[config.mk]
export PLATFORM = sky130hd
export DESIGN_NAME = record_slot_table_unit
export DESIGN_NICKNAME = d
export VERILOG_FILES = /design/src/sv/rectab_pkg.sv /design/src/sv/rectab_ctrl.sv /design/src/sv/rectab_dp.sv /design/src/sv/record_slot_table_unit.sv
export SDC_FILE = /design/constraint.sdc
export NUM_CORES = 2
export LEC_CHECK = 0
export ABC_AREA = 1
export BUFFER_PORTS_ARGS = -buffer_cell sky130_fd_sc_hd__buf_2
export CORE_MARGIN = 2
export CORE_UTILIZATION = 48
export CTS_CLUSTER_DIAMETER = 200
export DETAILED_ROUTE_END_ITERATION = 10
export GPL_ROUTABILITY_DRIVEN = 0
export SETUP_SLACK_MARGIN = 0.4
export SYNTH_ARGS = -nofsm -noshare
export SYNTH_HDL_FRONTEND = slang
export SYNTH_SLANG_ARGS = --single-unit
[constraint.sdc]
create_clock -name clk -period 7.9 [get_ports clk]
set_input_delay 0.395 -clock clk [delete_from_list [all_inputs] [get_ports clk]]
set_output_delay 0.395 -clock clk [all_outputs]
set_load 0.02 [all_outputs]
[src/sv/rectab_pkg.sv]
`timescale 1ns / 1ps
`default_nettype none
// Shared types, constants and the name key helper for the record slot table.
// No dependencies; every other file of the block uses this package.
package rectab_pkg;

  localparam int SLOTS      = 16;
  localparam int NAME_BYTES = 3;
  localparam int NAME_W     = 8 * NAME_BYTES;
  localparam int IDX_W      = (SLOTS > 1) ? $clog2(SLOTS) : 1;
  localparam int ID_W       = 16;
  localparam int KIND_W     = 3;
  localparam int KEY_W      = 24;
  localparam int SLOT_W     = 4;

  typedef enum logic [2:0] {
    CMD_CLEAR   = 3'd0,
    CMD_INSERT  = 3'd1,
    CMD_DEL_ID  = 3'd2,
    CMD_DEL_ALL = 3'd3,
    CMD_FIND    = 3'd4,
    CMD_SORT    = 3'd5
  } cmd_t;

  typedef enum logic [1:0] {
    STS_OK        = 2'd0,
    STS_FULL      = 2'd1,
    STS_NOT_FOUND = 2'd2
  } status_t;

  typedef enum logic [1:0] {
    ST_IDLE,
    ST_SCAN,
    ST_SORT,
    ST_DONE
  } state_t;

  typedef struct packed {
    logic [2:0]        command;
    logic [ID_W-1:0]   entry_id;
    logic [KIND_W-1:0] kind;
    logic [KEY_W-1:0]  name_key;
  } in_item_t;

  typedef struct packed {
    logic [1:0]        status;
    logic [SLOT_W-1:0] slot;
    logic [ID_W-1:0]   assigned_id;
  } out_item_t;

  typedef struct packed {
    logic              valid;
    logic [ID_W-1:0]   id;
    logic [KIND_W-1:0] kind;
    logic [NAME_W-1:0] name;
  } entry_t;

  typedef struct packed {
    logic             load;
    logic             scan_step;
    logic             sort_step;
    logic             finish;
    logic [IDX_W-1:0] idx;
  } ctl_t;

  typedef struct packed {
    logic out_valid;
  } sts_t;

  // Characters after the first zero character do not take part in ordering.
  function automatic logic [NAME_W-1:0] canon_name(input logic [NAME_W-1:0] key);
    logic [NAME_W-1:0] res;
    logic              stop;
    res  = '0;
    stop = 1'b0;
    for (int b = NAME_BYTES - 1; b >= 0; b--) begin
      if (key[8*b +: 8] == 8'd0) begin
        stop = 1'b1;
      end
      if (!stop) begin
        res[8*b +: 8] = key[8*b +: 8];
      end
    end
    return res;
  endfunction

endpackage
`default_nettype wire

[src/sv/rectab_ctrl.sv]
`timescale 1ns / 1ps
`default_nettype none
// Controller state machine of the record slot table: sequences accept, scan,
// sort and result hand-off. Depends on rectab_pkg.
module rectab_ctrl (
  input  logic                clk,
  input  logic                rst_n,
  input  logic                in_valid,
  output logic                in_ready,
  input  logic [2:0]          in_cmd,
  input  logic                out_ready,
  input  rectab_pkg::sts_t    sts,
  output rectab_pkg::ctl_t    ctl
);

  rectab_pkg::state_t                state_r, state_nxt;
  logic [rectab_pkg::IDX_W-1:0]      cnt_r, cnt_nxt;
  logic                              last;

  always_ff @(posedge clk) begin
    if (!rst_n) begin
      state_r <= rectab_pkg::ST_IDLE;
      cnt_r   <= '0;
    end else begin
      state_r <= state_nxt;
      cnt_r   <= cnt_nxt;
    end
  end

  always_comb begin
    state_nxt = state_r;
    cnt_nxt   = cnt_r;
    ctl       = '0;
    ctl.idx   = cnt_r;
    in_ready  = 1'b0;
    last      = (cnt_r == rectab_pkg::IDX_W'(rectab_pkg::SLOTS - 1));
    unique case (state_r)
      rectab_pkg::ST_IDLE: begin
        in_ready = 1'b1;
        if (in_valid) begin
          ctl.load = 1'b1;
          cnt_nxt  = '0;
          priority if (in_cmd == rectab_pkg::CMD_INSERT || in_cmd == rectab_pkg::CMD_DEL_ID ||
                       in_cmd == rectab_pkg::CMD_DEL_ALL || in_cmd == rectab_pkg::CMD_FIND) begin
            state_nxt = rectab_pkg::ST_SCAN;
          end else if (in_cmd == rectab_pkg::CMD_SORT) begin
            state_nxt = rectab_pkg::ST_SORT;
          end else begin
            state_nxt = rectab_pkg::ST_DONE;
          end
        end
      end
      rectab_pkg::ST_SCAN: begin
        ctl.scan_step = 1'b1;
        cnt_nxt       = cnt_r + rectab_pkg::IDX_W'(1);
        if (last) begin
          state_nxt = rectab_pkg::ST_DONE;
        end
      end
      rectab_pkg::ST_SORT: begin
        ctl.sort_step = 1'b1;
        cnt_nxt       = cnt_r + rectab_pkg::IDX_W'(1);
        if (last) begin
          state_nxt = rectab_pkg::ST_DONE;
        end
      end
      rectab_pkg::ST_DONE: begin
        if (!sts.out_valid || out_ready) begin
          ctl.finish = 1'b1;
          state_nxt  = rectab_pkg::ST_IDLE;
        end
      end
      default: begin
        state_nxt = rectab_pkg::ST_IDLE;
      end
    endcase
  end

`ifndef SYNTHESIS
  a_load_clears_count: assert property (@(posedge clk) disable iff (!rst_n)
    ctl.load |=> (cnt_r == '0))
    else $error("step count not cleared after accepted beat");
  a_finish_slot_free: assert property (@(posedge clk) disable iff (!rst_n)
    ctl.finish |-> (!sts.out_valid || out_ready))
    else $error("result loaded over an untaken beat");
  a_finish_to_idle: assert property (@(posedge clk) disable iff (!rst_n)
    ctl.finish |=> (state_r == rectab_pkg::ST_IDLE))
    else $error("controller not idle after result hand-off");
  a_scan_ends: assert property (@(posedge clk) disable iff (!rst_n)
    ((state_r == rectab_pkg::ST_SCAN || state_r == rectab_pkg::ST_SORT) && last)
      |=> (state_r == rectab_pkg::ST_DONE))
    else $error("pass did not end after the last slot");
`endif

endmodule
`default_nettype wire

[src/sv/rectab_dp.sv]
`timescale 1ns / 1ps
`default_nettype none
// Datapath of the record slot table: rotating slot registers, id counter,
// odd-even compare-exchange network and result register. Depends on rectab_pkg.
module rectab_dp (
  input  logic                    clk,
  input  logic                    rst_n,
  input  rectab_pkg::ctl_t        ctl,
  output rectab_pkg::sts_t        sts,
  input  rectab_pkg::in_item_t    in_data,
  input  logic                    out_ready,
  output logic                    out_valid,
  output rectab_pkg::out_item_t   out_data
);

  rectab_pkg::entry_t                    tab_r   [rectab_pkg::SLOTS];
  rectab_pkg::entry_t                    tab_nxt [rectab_pkg::SLOTS];
  logic [rectab_pkg::NAME_W-1:0]         key     [rectab_pkg::SLOTS];
  logic [2:0]                            cmd_r, cmd_nxt;
  logic [rectab_pkg::ID_W-1:0]           eid_r, eid_nxt;
  logic [rectab_pkg::KIND_W-1:0]         kind_r, kind_nxt;
  logic [rectab_pkg::NAME_W-1:0]         name_r, name_nxt;
  logic                                  found_r, found_nxt;
  logic [rectab_pkg::IDX_W-1:0]          hit_r, hit_nxt;
  logic [rectab_pkg::ID_W-1:0]           hit_id_r, hit_id_nxt;
  logic [rectab_pkg::ID_W-1:0]           idc_r, idc_nxt;
  logic [rectab_pkg::ID_W-1:0]           idc_inc;
  logic                                  out_valid_r, out_valid_nxt;
  rectab_pkg::out_item_t                 out_r, out_nxt;
  rectab_pkg::entry_t                    head;
  rectab_pkg::entry_t                    new_entry;
  logic                                  take;
  logic                                  wipe;

  always_ff @(posedge clk) begin
    if (!rst_n) begin
      for (int i = 0; i < rectab_pkg::SLOTS; i++) begin
        tab_r[i] <= '0;
      end
      idc_r       <= '0;
      found_r     <= 1'b0;
      out_valid_r <= 1'b0;
    end else begin
      tab_r       <= tab_nxt;
      idc_r       <= idc_nxt;
      found_r     <= found_nxt;
      out_valid_r <= out_valid_nxt;
    end
  end

  always_ff @(posedge clk) begin
    cmd_r    <= cmd_nxt;
    eid_r    <= eid_nxt;
    kind_r   <= kind_nxt;
    name_r   <= name_nxt;
    hit_r    <= hit_nxt;
    hit_id_r <= hit_id_nxt;
    out_r    <= out_nxt;
  end

  always_comb begin
    for (int i = 0; i < rectab_pkg::SLOTS; i++) begin
      key[i] = rectab_pkg::canon_name(tab_r[i].name);
    end
  end

  always_comb begin
    tab_nxt    = tab_r;
    cmd_nxt    = cmd_r;
    eid_nxt    = eid_r;
    kind_nxt   = kind_r;
    name_nxt   = name_r;
    found_nxt  = found_r;
    hit_nxt    = hit_r;
    hit_id_nxt = hit_id_r;
    idc_nxt    = idc_r;
    idc_inc    = idc_r + rectab_pkg::ID_W'(1);
    head       = tab_r[0];
    new_entry  = '{valid: 1'b1, id: idc_inc, kind: kind_r, name: name_r};
    take       = 1'b0;
    wipe       = 1'b0;
    if (ctl.load) begin
      cmd_nxt    = in_data.command;
      eid_nxt    = in_data.entry_id;
      kind_nxt   = in_data.kind;
      name_nxt   = rectab_pkg::NAME_W'(in_data.name_key);
      found_nxt  = 1'b0;
      hit_nxt    = '0;
      hit_id_nxt = '0;
      if (in_data.command == rectab_pkg::CMD_CLEAR) begin
        for (int i = 0; i < rectab_pkg::SLOTS; i++) begin
          tab_nxt[i].valid = 1'b0;
        end
      end
    end else if (ctl.scan_step) begin
      unique case (cmd_r)
        rectab_pkg::CMD_INSERT: begin
          take = !found_r && !head.valid;
        end
        rectab_pkg::CMD_DEL_ID: begin
          take = !found_r && head.valid && (head.id == eid_r);
          wipe = take;
        end
        rectab_pkg::CMD_FIND: begin
          take = !found_r && head.valid && (head.id == eid_r);
        end
        rectab_pkg::CMD_DEL_ALL: begin
          wipe = (head.id == eid_r);
        end
        default: begin
          take = 1'b0;
        end
      endcase
      for (int i = 0; i < rectab_pkg::SLOTS - 1; i++) begin
        tab_nxt[i] = tab_r[i+1];
      end
      if (take && cmd_r == rectab_pkg::CMD_INSERT) begin
        tab_nxt[rectab_pkg::SLOTS-1] = new_entry;
        idc_nxt                      = idc_inc;
        hit_id_nxt                   = idc_inc;
      end else if (wipe) begin
        tab_nxt[rectab_pkg::SLOTS-1] = '0;
        hit_id_nxt                   = take ? eid_r : hit_id_r;
      end else begin
        tab_nxt[rectab_pkg::SLOTS-1] = head;
        hit_id_nxt                   = take ? eid_r : hit_id_r;
      end
      if (take) begin
        found_nxt = 1'b1;
        hit_nxt   = ctl.idx;
      end
    end else if (ctl.sort_step) begin
      for (int i = 0; i < rectab_pkg::SLOTS - 1; i++) begin
        if ((i[0] == ctl.idx[0]) && (key[i] > key[i+1])) begin
          tab_nxt[i]   = tab_r[i+1];
          tab_nxt[i+1] = tab_r[i];
        end
      end
    end
  end

  always_comb begin
    out_nxt       = out_r;
    out_valid_nxt = out_valid_r && !out_ready;
    if (ctl.finish) begin
      out_valid_nxt = 1'b1;
      unique case (cmd_r)
        rectab_pkg::CMD_INSERT: begin
          out_nxt.status = found_r ? rectab_pkg::STS_OK : rectab_pkg::STS_FULL;
        end
        rectab_pkg::CMD_DEL_ID, rectab_pkg::CMD_FIND: begin
          out_nxt.status = found_r ? rectab_pkg::STS_OK : rectab_pkg::STS_NOT_FOUND;
        end
        default: begin
          out_nxt.status = rectab_pkg::STS_OK;
        end
      endcase
      out_nxt.slot        = rectab_pkg::SLOT_W'(hit_r);
      out_nxt.assigned_id = hit_id_r;
    end
  end

  assign sts.out_valid = out_valid_r;
  assign out_valid     = out_valid_r;
  assign out_data      = out_r;

endmodule
`default_nettype wire

[src/sv/record_slot_table_unit.sv]
`timescale 1ns / 1ps
`default_nettype none
// Top level of the record slot table: joins the controller and the datapath.
// Depends on rectab_pkg, rectab_ctrl and rectab_dp.
//
//   channel   ports                          payload
//   input     in_valid / in_ready            in_data  (rectab_pkg::in_item_t)
//   result    out_valid / out_ready          out_data (rectab_pkg::out_item_t)
//
// Insert, both deletes and find walk the slots once, one slot per cycle, and
// sort runs one odd-even compare-exchange pass per cycle for SLOTS passes.
// Clear and unknown commands go straight to the result hand-off.
// The result register holds one beat; a stalled result holds the block in its
// final state until taken. Reset is synchronous and empties every slot.
module record_slot_table_unit (
  input  logic                  clk,
  input  logic                  rst_n,
  input  logic                  in_valid,
  output logic                  in_ready,
  input  rectab_pkg::in_item_t  in_data,
  output logic                  out_valid,
  input  logic                  out_ready,
  output rectab_pkg::out_item_t out_data
);

  rectab_pkg::ctl_t ctl;
  rectab_pkg::sts_t sts;

  rectab_ctrl u_ctrl (
    .clk       (clk),
    .rst_n     (rst_n),
    .in_valid  (in_valid),
    .in_ready  (in_ready),
    .in_cmd    (in_data.command),
    .out_ready (out_ready),
    .sts       (sts),
    .ctl       (ctl)
  );

  rectab_dp u_dp (
    .clk       (clk),
    .rst_n     (rst_n),
    .ctl       (ctl),
    .sts       (sts),
    .in_data   (in_data),
    .out_ready (out_ready),
    .out_valid (out_valid),
    .out_data  (out_data)
  );

endmodule
`default_nettype wire

==> summary.txt <==
Synth area leader - dfxtp_1
Worst setup SP type - flip-flop
CP endpoint kind - flip-flop
WS Path Type - flip-flop to flip-flop
synthesized area - 48,800 um2
Final setup viols - 0
Final nets - 8,075
final WL - 172,000 um
simple-gate share of the synthesized area - 32.5%
dpl ws - 3.01 ns
Final Max Tran Viols - 0
final period demand of the worst path - 5.20 ns
synth unique cells - 52
DRC - 0
Reg clk slew, reported paths - 0.06 ns
Synth-to-Final Area Change - 7.92%
Starting Density - 48.6%
Max-Slew Margin vs Limit - 15.7%
drt first pass iters - 6
max_cap viols - 0
Hold Crit Class - primary input to flip-flop
worst slew pin tran - 1.25 ns
HPWL after DPL - 124,000 um
final core occ - 52.4%
Hold Vio Cnt, Final - 0
Die Area - 104,000 um2
mean post-synth cell area - 6.16 um2
die extent in x - 323 um
CP required - 8.39 ns
total track usage - 32.4%
DRT antenna net count - 0
antenna violations before repair - 8
Setup Skew - 0.0255 ns
Core Rows - 116
Synth Area in XOR/XNOR - 0.449%
Synth top area share - 28.7%
Final period util - 65.8%
Final Instance Count excl. Fillers - 9,124
syn_nets - 8,304
hold slack final - 0.0506 ns
TritonCTS Buffers - 89
Pwr Density - 400 nW/um2
via/cell ratio - 5.36
via count - 48.9k
Final WS setup - 2.70 ns
arrival time at the worst endpoint - 5.69 ns
total I/O pin count - 74
Max Fclk - 192 MHz
Post-Syn Instances - 7,922
Skew-Pair Late Insertion Delay - 0.67 ns
Max clock buf depth - 3
Die Span Y - 323 um
status - complete, no violations
largest net degree at the start of global routing - 95
Starting DRT DRC Count - 4,754
htree depth - 3
dominant cell by count in the synthesized netlist - nand2_1
mux contribution to synthesized area - 0%
Leak - 23.3 nW
asr flop ratio synth - 0%
Seq cells post-synth - 765
largest family of logic cells by synthesized area - simple AND/OR/NAND/NOR gates
peak supply drop - 0.000438 V
ys flop type - dfxtp_1
Sink Count - 765
Post-synth EDFFs - 65
synth top area cells - dfxtp_1 29%, nand2_1 18%, nor2_1 10%
wire length per cell - 18.8 um
Seq/Total Area, Yosys - 32.7%
post-CTS resize count - 0
Post-Place Cells - 8,916
Sum Neg Setup Slack - 0 ns
CTS tree - built
global-route wire length before repair - 263,000 um
share of layout cells above drive strength 1 - 5.09%
root buffer cell - clkbuf_16
gr ovfl total - 0
compound-cell area share of the yosys netlist - 13.8%
Synth top cells by count - 2,320 x nand2_1, 1,341 x nor2_1, 956 x inv_1
crit-path max FO - 41
Synth Warn # - 0
post-synthesis adder-cell area fraction - 8.51%
RSZ-0062 raised after global routing - false
port bufs - 70
vias in the first global route - 46.0k
Core ar. - 100,000 um2
==> worst max-delay path: stages, from the launching register on <==
cell      delay (ns)
dfxtp_1         0.63
nor2_1          0.12
nand4_2         0.20
nand2_2         0.14
nor2_1          0.33
inv_1           0.09
ha_1            0.30
nand2_1         0.06
inv_1           0.03
o21ai_0         0.17
a21oi_1         0.13
a211oi_1        0.22
o21ai_0         0.25
a21oi_1         0.18
nand2_1         0.13
nand2_1         0.17
nand3_1         0.11
nand2_1         0.74
inv_2           0.67
nand2_1         0.23
a21oi_1         0.08
==> registers in the layout, summed over array words and instances, names as in the netlist <==
| name | flops |
|---|---|
| u_ctrl.cnt_r | 4 |
| u_ctrl.state_r | 2 |
| u_dp.cmd_r | 3 |
| u_dp.eid_r | 16 |
| u_dp.found_r | 1 |
| u_dp.head | 41 |
| u_dp.hit_id_r | 16 |
| u_dp.hit_r | 4 |
| u_dp.idc_r | 16 |
| u_dp.name_r | 24 |
| u_dp.out_data | 22 |
| u_dp.out_valid | 1 |
| u_dp.tab_r | 615 |
==> power by group <==
part / switching (W) / internal, W
combinational: 0.00853 / 0.00293
clock: 0.00178 / 0.00256
sequential: 0.000622 / 0.00464
==> logic make-up after synthesis <==
logic type	Yosys count
xor+xnor	25
buf+inv	1487
compound gates	1280
flops	765
simple gates	4033
fa+ha+maj	332
==> metal layers <==
metal / GRT usage [%] / vias up / routed length (um)
met5: 0 / - / 0
met1: 42.6 / 22582 / 72900
met3: 4.35 / 385 / 12100
met2: 53.5 / 1708 / 78900
met4: 13.4 / 0 / 7590
li1: - / 24264 / -
==> cell type report <==
class | count | area [um2]
multi-input combinational | 5670 | 27000
clock buffer | 127 | 2580
sequential | 765 | 16000
inverter | 1005 | 3780
clock inverter | 37 | 433
timing repair buffer | 162 | 1170
fill | 10429 | 47800
antenna | 1 | 2.50
tap | 1357 | 1700
==> repair_timing <==
action                    CTS  global route
setup buffers               0             0
hold buffers               43             0
hold endpoints to repair   43             0
==> path summary, 6_finish.rpt <==
path                startpoint           endpoint  slack, ns  cells after the start
max reg2reg    u_dp.tab_r[415]    u_dp.tab_r[427]       2.70                     20
min                  out_ready     u_dp.out_valid       0.05                      4
max            u_dp.tab_r[415]    u_dp.tab_r[427]       2.70                     20
min reg2reg  u_dp.hit_id_r[13]  u_dp.out_data[13]       0.42                      0
==> stage by stage <==
stage | instance area [um2] | total power, W
after floorplan | 48800 | 0.0136
after global placement | 49200 | 0.0164
after detailed placement | 49200 | 0.0166
after CTS | 52700 | 0.0210
after global routing | 52700 | 0.0227
final | 52700 | 0.0211
==> layout by cell type (no fill, tap or decap), drive strengths merged, types with 31 or more instances in the layout <==
cell	synthesis	final
a211oi	31	31
a21oi	398	398
buf	213	119
clkbuf	269	127
dfxtp	700	700
dlygate4sd3	0	43
edfxtp	65	65
ha	332	332
inv	1005	1006
nand2	2347	2347
nand3	191	191
nand4	71	71
nor2	1358	1358
nor3	45	45
o21ai	766	766
(Power assumes the default switching activity.)
